<file path="src/sv/rdsm_pkg.sv">
// Shared types, constants and helpers for the dot-star pattern matcher.
// No dependencies; every other file of the block imports this package.
`default_nettype none

package rdsm_pkg;

  localparam int DEF_MAX_PATTERN = 16;

  localparam int CMD_W    = 2;
  localparam int INDEX_W  = 4;
  localparam int BYTE_W   = 8;
  localparam int LENGTH_W = 5;

  localparam logic [CMD_W-1:0] CMD_WRITE = 2'd0;
  localparam logic [CMD_W-1:0] CMD_BEGIN = 2'd1;
  localparam logic [CMD_W-1:0] CMD_TEXT  = 2'd2;

  localparam logic [BYTE_W-1:0] STAR_BYTE = 8'h2A;
  localparam logic [BYTE_W-1:0] DOT_BYTE  = 8'h2E;

  typedef enum logic [1:0] {
    ST_IDLE,
    ST_RUN,
    ST_FINISH
  } rdsm_state_t;

  // Commands from the controller to the datapath.
  typedef struct packed {
    logic capture;    // latch the request kind and text byte, clear the cell counter
    logic pat_write;  // write the pattern byte into the store
    logic step;       // evaluate one cell of the match row
    logic out_load;   // move the final match bit into the output register
  } rdsm_cmd_t;

  // Status from the datapath to the controller.
  typedef struct packed {
    logic last_cell;
  } rdsm_status_t;

  function automatic logic elem_match(input logic [BYTE_W-1:0] pc,
                                      input logic [BYTE_W-1:0] c);
    return (pc == DOT_BYTE) || (pc == c);
  endfunction

endpackage

`default_nettype wire

</file>
<file path="src/sv/rdsm_ctrl.sv">
// Controller of the dot-star matcher: handshakes and cell sequencing.
// Depends on rdsm_pkg; drives rdsm_datapath through rdsm_cmd_t.
`default_nettype none

module rdsm_ctrl
  import rdsm_pkg::*;
(
  input  logic             clk,
  input  logic             rst,
  input  logic             in_valid,
  output logic             in_ready,
  input  logic [CMD_W-1:0] cmd,
  output logic             out_valid,
  input  logic             out_ready,
  output rdsm_cmd_t        dp_cmd,
  input  rdsm_status_t     dp_status
);

  rdsm_state_t state, state_next;
  logic        out_valid_next;

  always_ff @(posedge clk) begin
    if (rst) begin
      state     <= ST_IDLE;
      out_valid <= 1'b0;
    end else begin
      state     <= state_next;
      out_valid <= out_valid_next;
    end
  end

  always_comb begin
    state_next = state;
    in_ready   = 1'b0;
    dp_cmd     = '0;
    unique case (state)
      ST_IDLE: begin
        in_ready = 1'b1;
        if (in_valid) begin
          dp_cmd.capture   = 1'b1;
          dp_cmd.pat_write = (cmd == CMD_WRITE);
          if (cmd == CMD_BEGIN || cmd == CMD_TEXT) begin
            state_next = ST_RUN;
          end
        end
      end
      ST_RUN: begin
        dp_cmd.step = 1'b1;
        if (dp_status.last_cell) begin
          state_next = ST_FINISH;
        end
      end
      ST_FINISH: begin
        // The previous result must be gone before this one takes its place.
        if (!out_valid || out_ready) begin
          dp_cmd.out_load = 1'b1;
          state_next      = ST_IDLE;
        end
      end
      default: state_next = ST_IDLE;
    endcase

    if (dp_cmd.out_load) begin
      out_valid_next = 1'b1;
    end else if (out_ready) begin
      out_valid_next = 1'b0;
    end else begin
      out_valid_next = out_valid;
    end
  end

endmodule

`default_nettype wire

</file>
<file path="src/sv/rdsm_datapath.sv">
// Datapath of the dot-star matcher: pattern store, match row, result register.
// Depends on rdsm_pkg; sequenced by rdsm_ctrl.
`default_nettype none

module rdsm_datapath
  import rdsm_pkg::*;
#(
  parameter int MAX_PATTERN = DEF_MAX_PATTERN
)(
  input  logic                clk,
  input  logic                rst,
  input  logic                cfg_we,
  input  logic [LENGTH_W-1:0] cfg_wdata,
  input  logic [CMD_W-1:0]    cmd,
  input  logic [INDEX_W-1:0]  pattern_index,
  input  logic [BYTE_W-1:0]   byte_value,
  output logic                matched,
  input  rdsm_cmd_t           dp_cmd,
  output rdsm_status_t        dp_status
);

  localparam int CW = $clog2(MAX_PATTERN + 1);
  localparam int AW = (MAX_PATTERN > 1) ? $clog2(MAX_PATTERN) : 1;
  localparam int LW = (CW > LENGTH_W) ? CW : LENGTH_W;

  logic [BYTE_W-1:0]   pstore [MAX_PATTERN];
  logic [BYTE_W-1:0]   rd_data;
  logic [BYTE_W-1:0]   pe;
  logic [BYTE_W-1:0]   text;
  logic                is_begin;
  logic [CW-1:0]       cell_idx;
  logic [MAX_PATTERN:0] row;
  logic                old_prev;
  logic                n1;
  logic                n2;
  logic                res;
  logic [LENGTH_W-1:0] pattern_length;

  logic [LW-1:0]       len_ext;
  logic [CW-1:0]       used_len;
  logic                head;
  logic                ge2;
  logic                nv;

  always_ff @(posedge clk) begin
    if (rst) begin
      pattern_length <= '0;
    end else if (cfg_we) begin
      pattern_length <= cfg_wdata;
    end
  end

  always_ff @(posedge clk) begin
    if (dp_cmd.pat_write && int'(pattern_index) < MAX_PATTERN) begin
      pstore[AW'(pattern_index)] <= byte_value;
    end
    if (dp_cmd.step && cell_idx < CW'(MAX_PATTERN)) begin
      rd_data <= pstore[cell_idx[AW-1:0]];
    end
  end

  always_comb begin
    len_ext  = LW'(pattern_length);
    used_len = (len_ext > LW'(MAX_PATTERN)) ? CW'(MAX_PATTERN) : CW'(len_ext);
  end

  // One cell per step: row[0] always holds the old value of the current cell,
  // while new values enter at the top, so the row is rebuilt in place.
  always_comb begin
    head = row[0];
    ge2  = (cell_idx > CW'(1));
    if (cell_idx == '0) begin
      nv = is_begin;
    end else if (rd_data == STAR_BYTE) begin
      nv = ge2 && (n2 || (!is_begin && elem_match(pe, text) && head));
    end else begin
      nv = !is_begin && elem_match(rd_data, text) && old_prev;
    end
  end

  always_ff @(posedge clk) begin
    if (rst) begin
      row <= '0;
    end else if (dp_cmd.step) begin
      row <= {nv, row[MAX_PATTERN:1]};
    end
  end

  always_ff @(posedge clk) begin
    if (dp_cmd.capture) begin
      is_begin <= (cmd == CMD_BEGIN);
      text     <= byte_value;
      cell_idx <= '0;
    end else if (dp_cmd.step) begin
      cell_idx <= cell_idx + CW'(1);
      old_prev <= head;
      n1       <= nv;
      n2       <= n1;
      pe       <= rd_data;
      if (cell_idx == used_len) begin
        res <= nv;
      end
    end
    if (dp_cmd.out_load) begin
      matched <= res;
    end
  end

  assign dp_status.last_cell = (cell_idx == CW'(MAX_PATTERN));

endmodule

`default_nettype wire

</file>
<file path="src/sv/regex_dot_star_matcher.sv">
// Whole-text matcher for patterns of literal bytes, '.' and '*'.
// Input channel (in_valid/in_ready): cmd, pattern_index, byte_value.
//   A write request stores one pattern byte and gives no result. A begin
//   request builds the empty-text row, a text request advances the row
//   by one byte; each gives one result on the output.
// Output channel (out_valid/out_ready): matched, 1 when the text so far
//   matches the whole pattern of min(pattern_length, MAX_PATTERN) bytes.
// cfg_we/cfg_wdata set pattern_length; write it only while the block idles.
// Sequencing: a begin or text request walks the row one cell per cycle,
//   from cell 0 to cell MAX_PATTERN; the cell sequencer and the single
//   read port of the pattern store set this pace.
// Throughput: after a begin or text request the block accepts nothing
//   until its result is loaded; one write request per cycle.
// The block takes a new request while a result waits in the output
//   register; if the receiver still stalls when the next result is ready,
//   the block holds it and accepts nothing until out_ready.
// Reset (rst, synchronous) clears the match row, pattern_length and the
//   output valid. Pattern bytes are undefined until written.
`default_nettype none

module regex_dot_star_matcher
  import rdsm_pkg::*;
#(
  parameter int MAX_PATTERN = DEF_MAX_PATTERN
)(
  input  logic                clk,
  input  logic                rst,
  input  logic                cfg_we,
  input  logic [LENGTH_W-1:0] cfg_wdata,
  input  logic                in_valid,
  output logic                in_ready,
  input  logic [CMD_W-1:0]    cmd,
  input  logic [INDEX_W-1:0]  pattern_index,
  input  logic [BYTE_W-1:0]   byte_value,
  output logic                out_valid,
  input  logic                out_ready,
  output logic                matched
);

  rdsm_cmd_t    dp_cmd;
  rdsm_status_t dp_status;

  rdsm_ctrl u_ctrl (
    .clk       (clk),
    .rst       (rst),
    .in_valid  (in_valid),
    .in_ready  (in_ready),
    .cmd       (cmd),
    .out_valid (out_valid),
    .out_ready (out_ready),
    .dp_cmd    (dp_cmd),
    .dp_status (dp_status)
  );

  rdsm_datapath #(
    .MAX_PATTERN (MAX_PATTERN)
  ) u_datapath (
    .clk           (clk),
    .rst           (rst),
    .cfg_we        (cfg_we),
    .cfg_wdata     (cfg_wdata),
    .cmd           (cmd),
    .pattern_index (pattern_index),
    .byte_value    (byte_value),
    .matched       (matched),
    .dp_cmd        (dp_cmd),
    .dp_status     (dp_status)
  );

endmodule

`default_nettype wire

</file>
<file path="config.mk">
export PLATFORM = sky130hd
export DESIGN_NAME = regex_dot_star_matcher
export DESIGN_NICKNAME = d
export VERILOG_FILES = /design/src/sv/rdsm_pkg.sv /design/src/sv/rdsm_ctrl.sv /design/src/sv/rdsm_datapath.sv /design/src/sv/regex_dot_star_matcher.sv
export SDC_FILE = /design/constraint.sdc
export NUM_CORES = 1
export LEC_CHECK = 0
export ABC_AREA = 1
export BUFFER_PORTS_ARGS = -buffer_cell sky130_fd_sc_hd__buf_2
export CORE_MARGIN = 2
export CORE_UTILIZATION = 45
export DETAILED_ROUTE_END_ITERATION = 8
export GPL_TIMING_DRIVEN = 0
export PLACE_DENSITY = 0.69
export SYNTH_ARGS = -nofsm -noshare
export SYNTH_HDL_FRONTEND = slang
export SYNTH_SLANG_ARGS = --single-unit
</file>
<file path="constraint.sdc">
create_clock -name clk -period 3.7 [get_ports clk]
set_clock_uncertainty 0.05 [all_clocks]
set_input_delay 0.37 -clock clk [delete_from_list [all_inputs] [get_ports clk]]
set_output_delay 0.37 -clock clk [all_outputs]
set_load 0.02 [all_outputs]
</file>
==> PnR_summary.wiki <==
{| class="wikitable"
! Metric !! Value
|-
| Clk_lat worst skew || 440 ps
|-
| Share of the clock period used by the worst path || 58.82%
|-
| Global routing met1 resource utilization || between 20 and 30%
|-
| Detailed Route Iter0 Violations || approximately 530
|-
| Layout net count || 734
|-
| Critical path data required time || 3710 ps
|-
| CTS tree || built
|-
| Sum Neg Setup Slack || 0 ps
|-
| X dimension of the die || 133.9 um
|-
| Total vias in the final route || 5037
|-
| Sequential area share after synthesis || slightly above 70%
|-
| Worst slew pin tran || 866.6 ps
|-
| Routed Antenna Nets || 0
|-
| Number of flip-flops and latches in the synthesized netlist || approximately 190
|-
| RD Place Congestion || between 0.8 and 0.9
|-
| Post-layout instance count excluding filler cells || 937
|-
| Global-route wire length before repair || about 27000 um
|-
| Total power divided by cell area || roughly 560 mW/mm^2
|-
| Maximum number of pins on one net before global-route repair || 21
|-
| Share of final-layout standard cells stronger than drive strength 1 || 10.88%
|-
| Count of placed standard cells including taps || slightly above 900
|-
| # resized after CTS || 0
|-
| Mean cell area of the mapped netlist || 11.50 um^2
|-
| CP Max Fanout || 8
|-
| Worst max-slew margin expressed relative to the limit || 42.02%
|-
| Routed wire length || ~17000 um
|-
| DPL Wire Length || 11410 um
|-
| Number of unique standard cell types used by synthesis || 29
|-
| Type of the most critical hold path || primary input to flop
|-
| Remaining design rule violation count || 0
|-
| Fraction of registers with async set or reset after synthesis || 0%
|-
| Setup fix buffers added after clock tree synthesis || 0
|-
| Most used routing layer in global routing || met2
|-
| Clock Tree Root || sky130_fd_sc_hd__clkbuf_16
|-
| Total number of clock tree sinks || roughly 190
|-
| Worst Setup Path Type || flop to flop
|-
| Initial antenna violation count || 0
|-
| Clock buffers created by TritonCTS || 17
|-
| Startpoint type of the worst setup path || flop
|-
| Unrepaired setup endpoints after global routing || no
|-
| Chip height || 133.9 um
|-
| CTS hold repair buffers || 0
|-
| Syn Std Cell Area || around 0.0076 mm^2
|-
| Initial core utilization || 45.93%
|-
| Number of max-slew violations in the final report || 0
|-
| Synth-to-Final Area Change || 13.40%
|-
| Overall overflow remaining after global route || 0
|-
| Maximum ir drop on the vdd rail || between 0.0003 and 0.0004 V
|-
| Antenna diodes || 0
|-
| Die outline area || 0.01792 mm^2
|-
| Number of flops mapped to enable cells by yosys || 158
|-
| Top Ports || 27
|-
| Final period demand of the worst path || between 2000 and 2500 ps
|-
| GR Layer Usage met3 || 4.875%
|-
| Deepest level of the CTS H-tree || 4
|-
| Prevailing post-synth register cell || sky130_fd_sc_hd__edfxtp_1
|-
| Status || complete, no violations
|-
| Number of port buffers || 26
|-
| CTS clock-pin slew for the worst setup and hold paths || around 60 ps
|-
| Kind of capture point of the worst setup path || flop
|-
| Total leakage power || 0.003059 uW
|-
| Max Clk Rate || between 400 and 500 MHz
|-
| DR vias/cell || between 5 and 6
|-
| Fillers || 1405
|-
| Global-route usage over all layers || 19.97%
|-
| Synthesized netlist net count || 689
|-
| MaxCap Viol Count || 0
|-
| Total count of hold-check failures in the final report || 0
|-
| WP data arrival || 2190 ps
|-
| Average wire per cell in the routed design || 18.16 um
|-
| Clock tree buffer depth || 2
|-
| Sequential standard cell area || 0.005345 mm^2
|-
| CORE AREA || 0.01652 mm^2
|-
| GR Layer Usage met2 || around 32%
|-
| Number of global-route vias before repair || ~5000
|-
| Final setup violation count || 0
|-
| Router iterations before antenna repair || 5
|-
| Number of warning messages in the yosys log || 0
|-
| Gate count of the mapped netlist || 660
|-
| Floorplan row count || 47
|-
| Multi-input gate area in the final layout || roughly 0.002 mm^2
|}
## power by group
part	leakage [uW]	total, uW	internal (uW)	switching, uW
Combinational	0.00109	556	175	381
Sequential	0.00168	2410	2370	40.6
Clock	0.000290	1880	1080	806
Total	0.00306	4850	3620	1230
## critical path, cell delays in order (launching register included)
cell,delay [ps]
sky130_fd_sc_hd__dfxtp_1,340
sky130_fd_sc_hd__nor2_2,120
sky130_fd_sc_hd__nand2_1,160
sky130_fd_sc_hd__nor2_2,280
sky130_fd_sc_hd__nand3_1,190
sky130_fd_sc_hd__nor2_1,670
## through the flow
step	instance area (um^2)	setup slack (ps)	hold WS [ps]	total power, uW	util (%)
6_report	8607	1524	75.97	4846	52.09
3_3_place_gp	7995	1433	359.9	2980	48.38
3_5_place_dp	7995	1414	363.8	2997	48.38
2_1_floorplan	7590	1888	350.3	2796	-
5_1_grt	8607	1326	68.32	5010	52.09
4_1_cts	8607	1506	67.97	4849	52.09
## routing by layer
metal / vias up / share of wire, %
met5: - / 0
met2: 176 / 49
met1: 2413 / 42
li1: 2411 / -
met4: 0 / 2.8
met3: 37 / 6.0
## state kept, by name, summed over array words and instances, names as in the netlist
register	flops
u_ctrl.state	2
u_datapath.n2	1
u_datapath.text	8
u_datapath.is_begin	1
u_datapath.matched	1
u_datapath.row	17
u_datapath.pstore	128
u_datapath.len_ext	5
u_datapath.cell_idx	5
u_datapath.pe	8
u_datapath.n1	1
u_ctrl.out_valid	1
u_datapath.res	1
u_datapath.old_prev	1
u_datapath.rd_data	8
## cell type report
class,count,share of cell area (%)
flip-flops and latches,188,62.10
repair buffers,26,1.512
multi-input cells,406,22.58
inverters,38,1.686
clock buffers,18,4.986
plain buffers,28,1.817
clock inverters,13,2.122
well taps,220,3.198
## logic make-up after synthesis
kind of cell / Yosys count / synth area share (%)
flip-flops: 188 / 70.43
adder cells (fa/ha/maj): 5 / 0.8243
buffers and inverters: 66 / 3.973
AND/OR/NAND/NOR: 251 / 13.63
XOR/XNOR: 14 / 1.616
AO/OA/AOI/OAI: 136 / 9.528
## synthesized netlist by cell type (8+ instances only)
cell | count | area share [%]
sky130_fd_sc_hd__a21oi_1 | 11 | 0.73
sky130_fd_sc_hd__buf_2 | 8 | 0.53
sky130_fd_sc_hd__clkbuf_1 | 14 | 0.69
sky130_fd_sc_hd__dfxtp_1 | 30 | 7.9
sky130_fd_sc_hd__edfxtp_1 | 158 | 63
sky130_fd_sc_hd__inv_1 | 36 | 1.8
sky130_fd_sc_hd__nand2_1 | 83 | 4.1
sky130_fd_sc_hd__nand4_1 | 11 | 0.91
sky130_fd_sc_hd__nor2_1 | 136 | 6.7
sky130_fd_sc_hd__o21ai_0 | 89 | 5.9
sky130_fd_sc_hd__o22ai_1 | 32 | 2.6
sky130_fd_sc_hd__xnor2_1 | 12 | 1.4
## cells in the final DEF (no fill, tap or decap), types with 2 or more instances in the layout
cell,n
sky130_fd_sc_hd__a21oi_1,11
sky130_fd_sc_hd__xnor2_1,12
sky130_fd_sc_hd__edfxtp_1,158
sky130_fd_sc_hd__nand3_1,5
sky130_fd_sc_hd__clkbuf_16,17
sky130_fd_sc_hd__xor2_1,2
sky130_fd_sc_hd__nor2_2,3
sky130_fd_sc_hd__clkinvlp_4,3
sky130_fd_sc_hd__nor2_1,136
sky130_fd_sc_hd__ha_1,5
sky130_fd_sc_hd__bufinv_16,3
sky130_fd_sc_hd__nand2_1,83
sky130_fd_sc_hd__o22ai_1,32
sky130_fd_sc_hd__o21ai_0,89
sky130_fd_sc_hd__dfxtp_1,30
sky130_fd_sc_hd__nand4_1,11
sky130_fd_sc_hd__buf_6,5
sky130_fd_sc_hd__nor3_1,5
sky130_fd_sc_hd__clkbuf_1,15
sky130_fd_sc_hd__buf_2,34
sky130_fd_sc_hd__inv_1,36
sky130_fd_sc_hd__o21ai_1,3
sky130_fd_sc_hd__inv_6,3
sky130_fd_sc_hd__nor4_1,3
sky130_fd_sc_hd__inv_8,2
## final timing paths
| path | startpoint | to | slack (ps) | cells after the start |
|---|---|---|---|---|
| setup / recovery | u_ctrl.state[0]$_SDFFE_PP0P_ | u_datapath.pstore[4][0]$_DFFE_PP_ | 1520 | 5 |
| setup reg to reg | u_ctrl.state[0]$_SDFFE_PP0P_ | u_datapath.pstore[4][0]$_DFFE_PP_ | 1520 | 5 |
| hold / removal | rst | u_ctrl.state[0]$_SDFFE_PP0P_ | 80 | 2 |
| hold reg to reg | u_datapath.res$_DFFE_PP_ | u_datapath.matched$_DFFE_PP_ | 380 | 0 |
No activity file was read; power rests on OpenSTA's default activity.
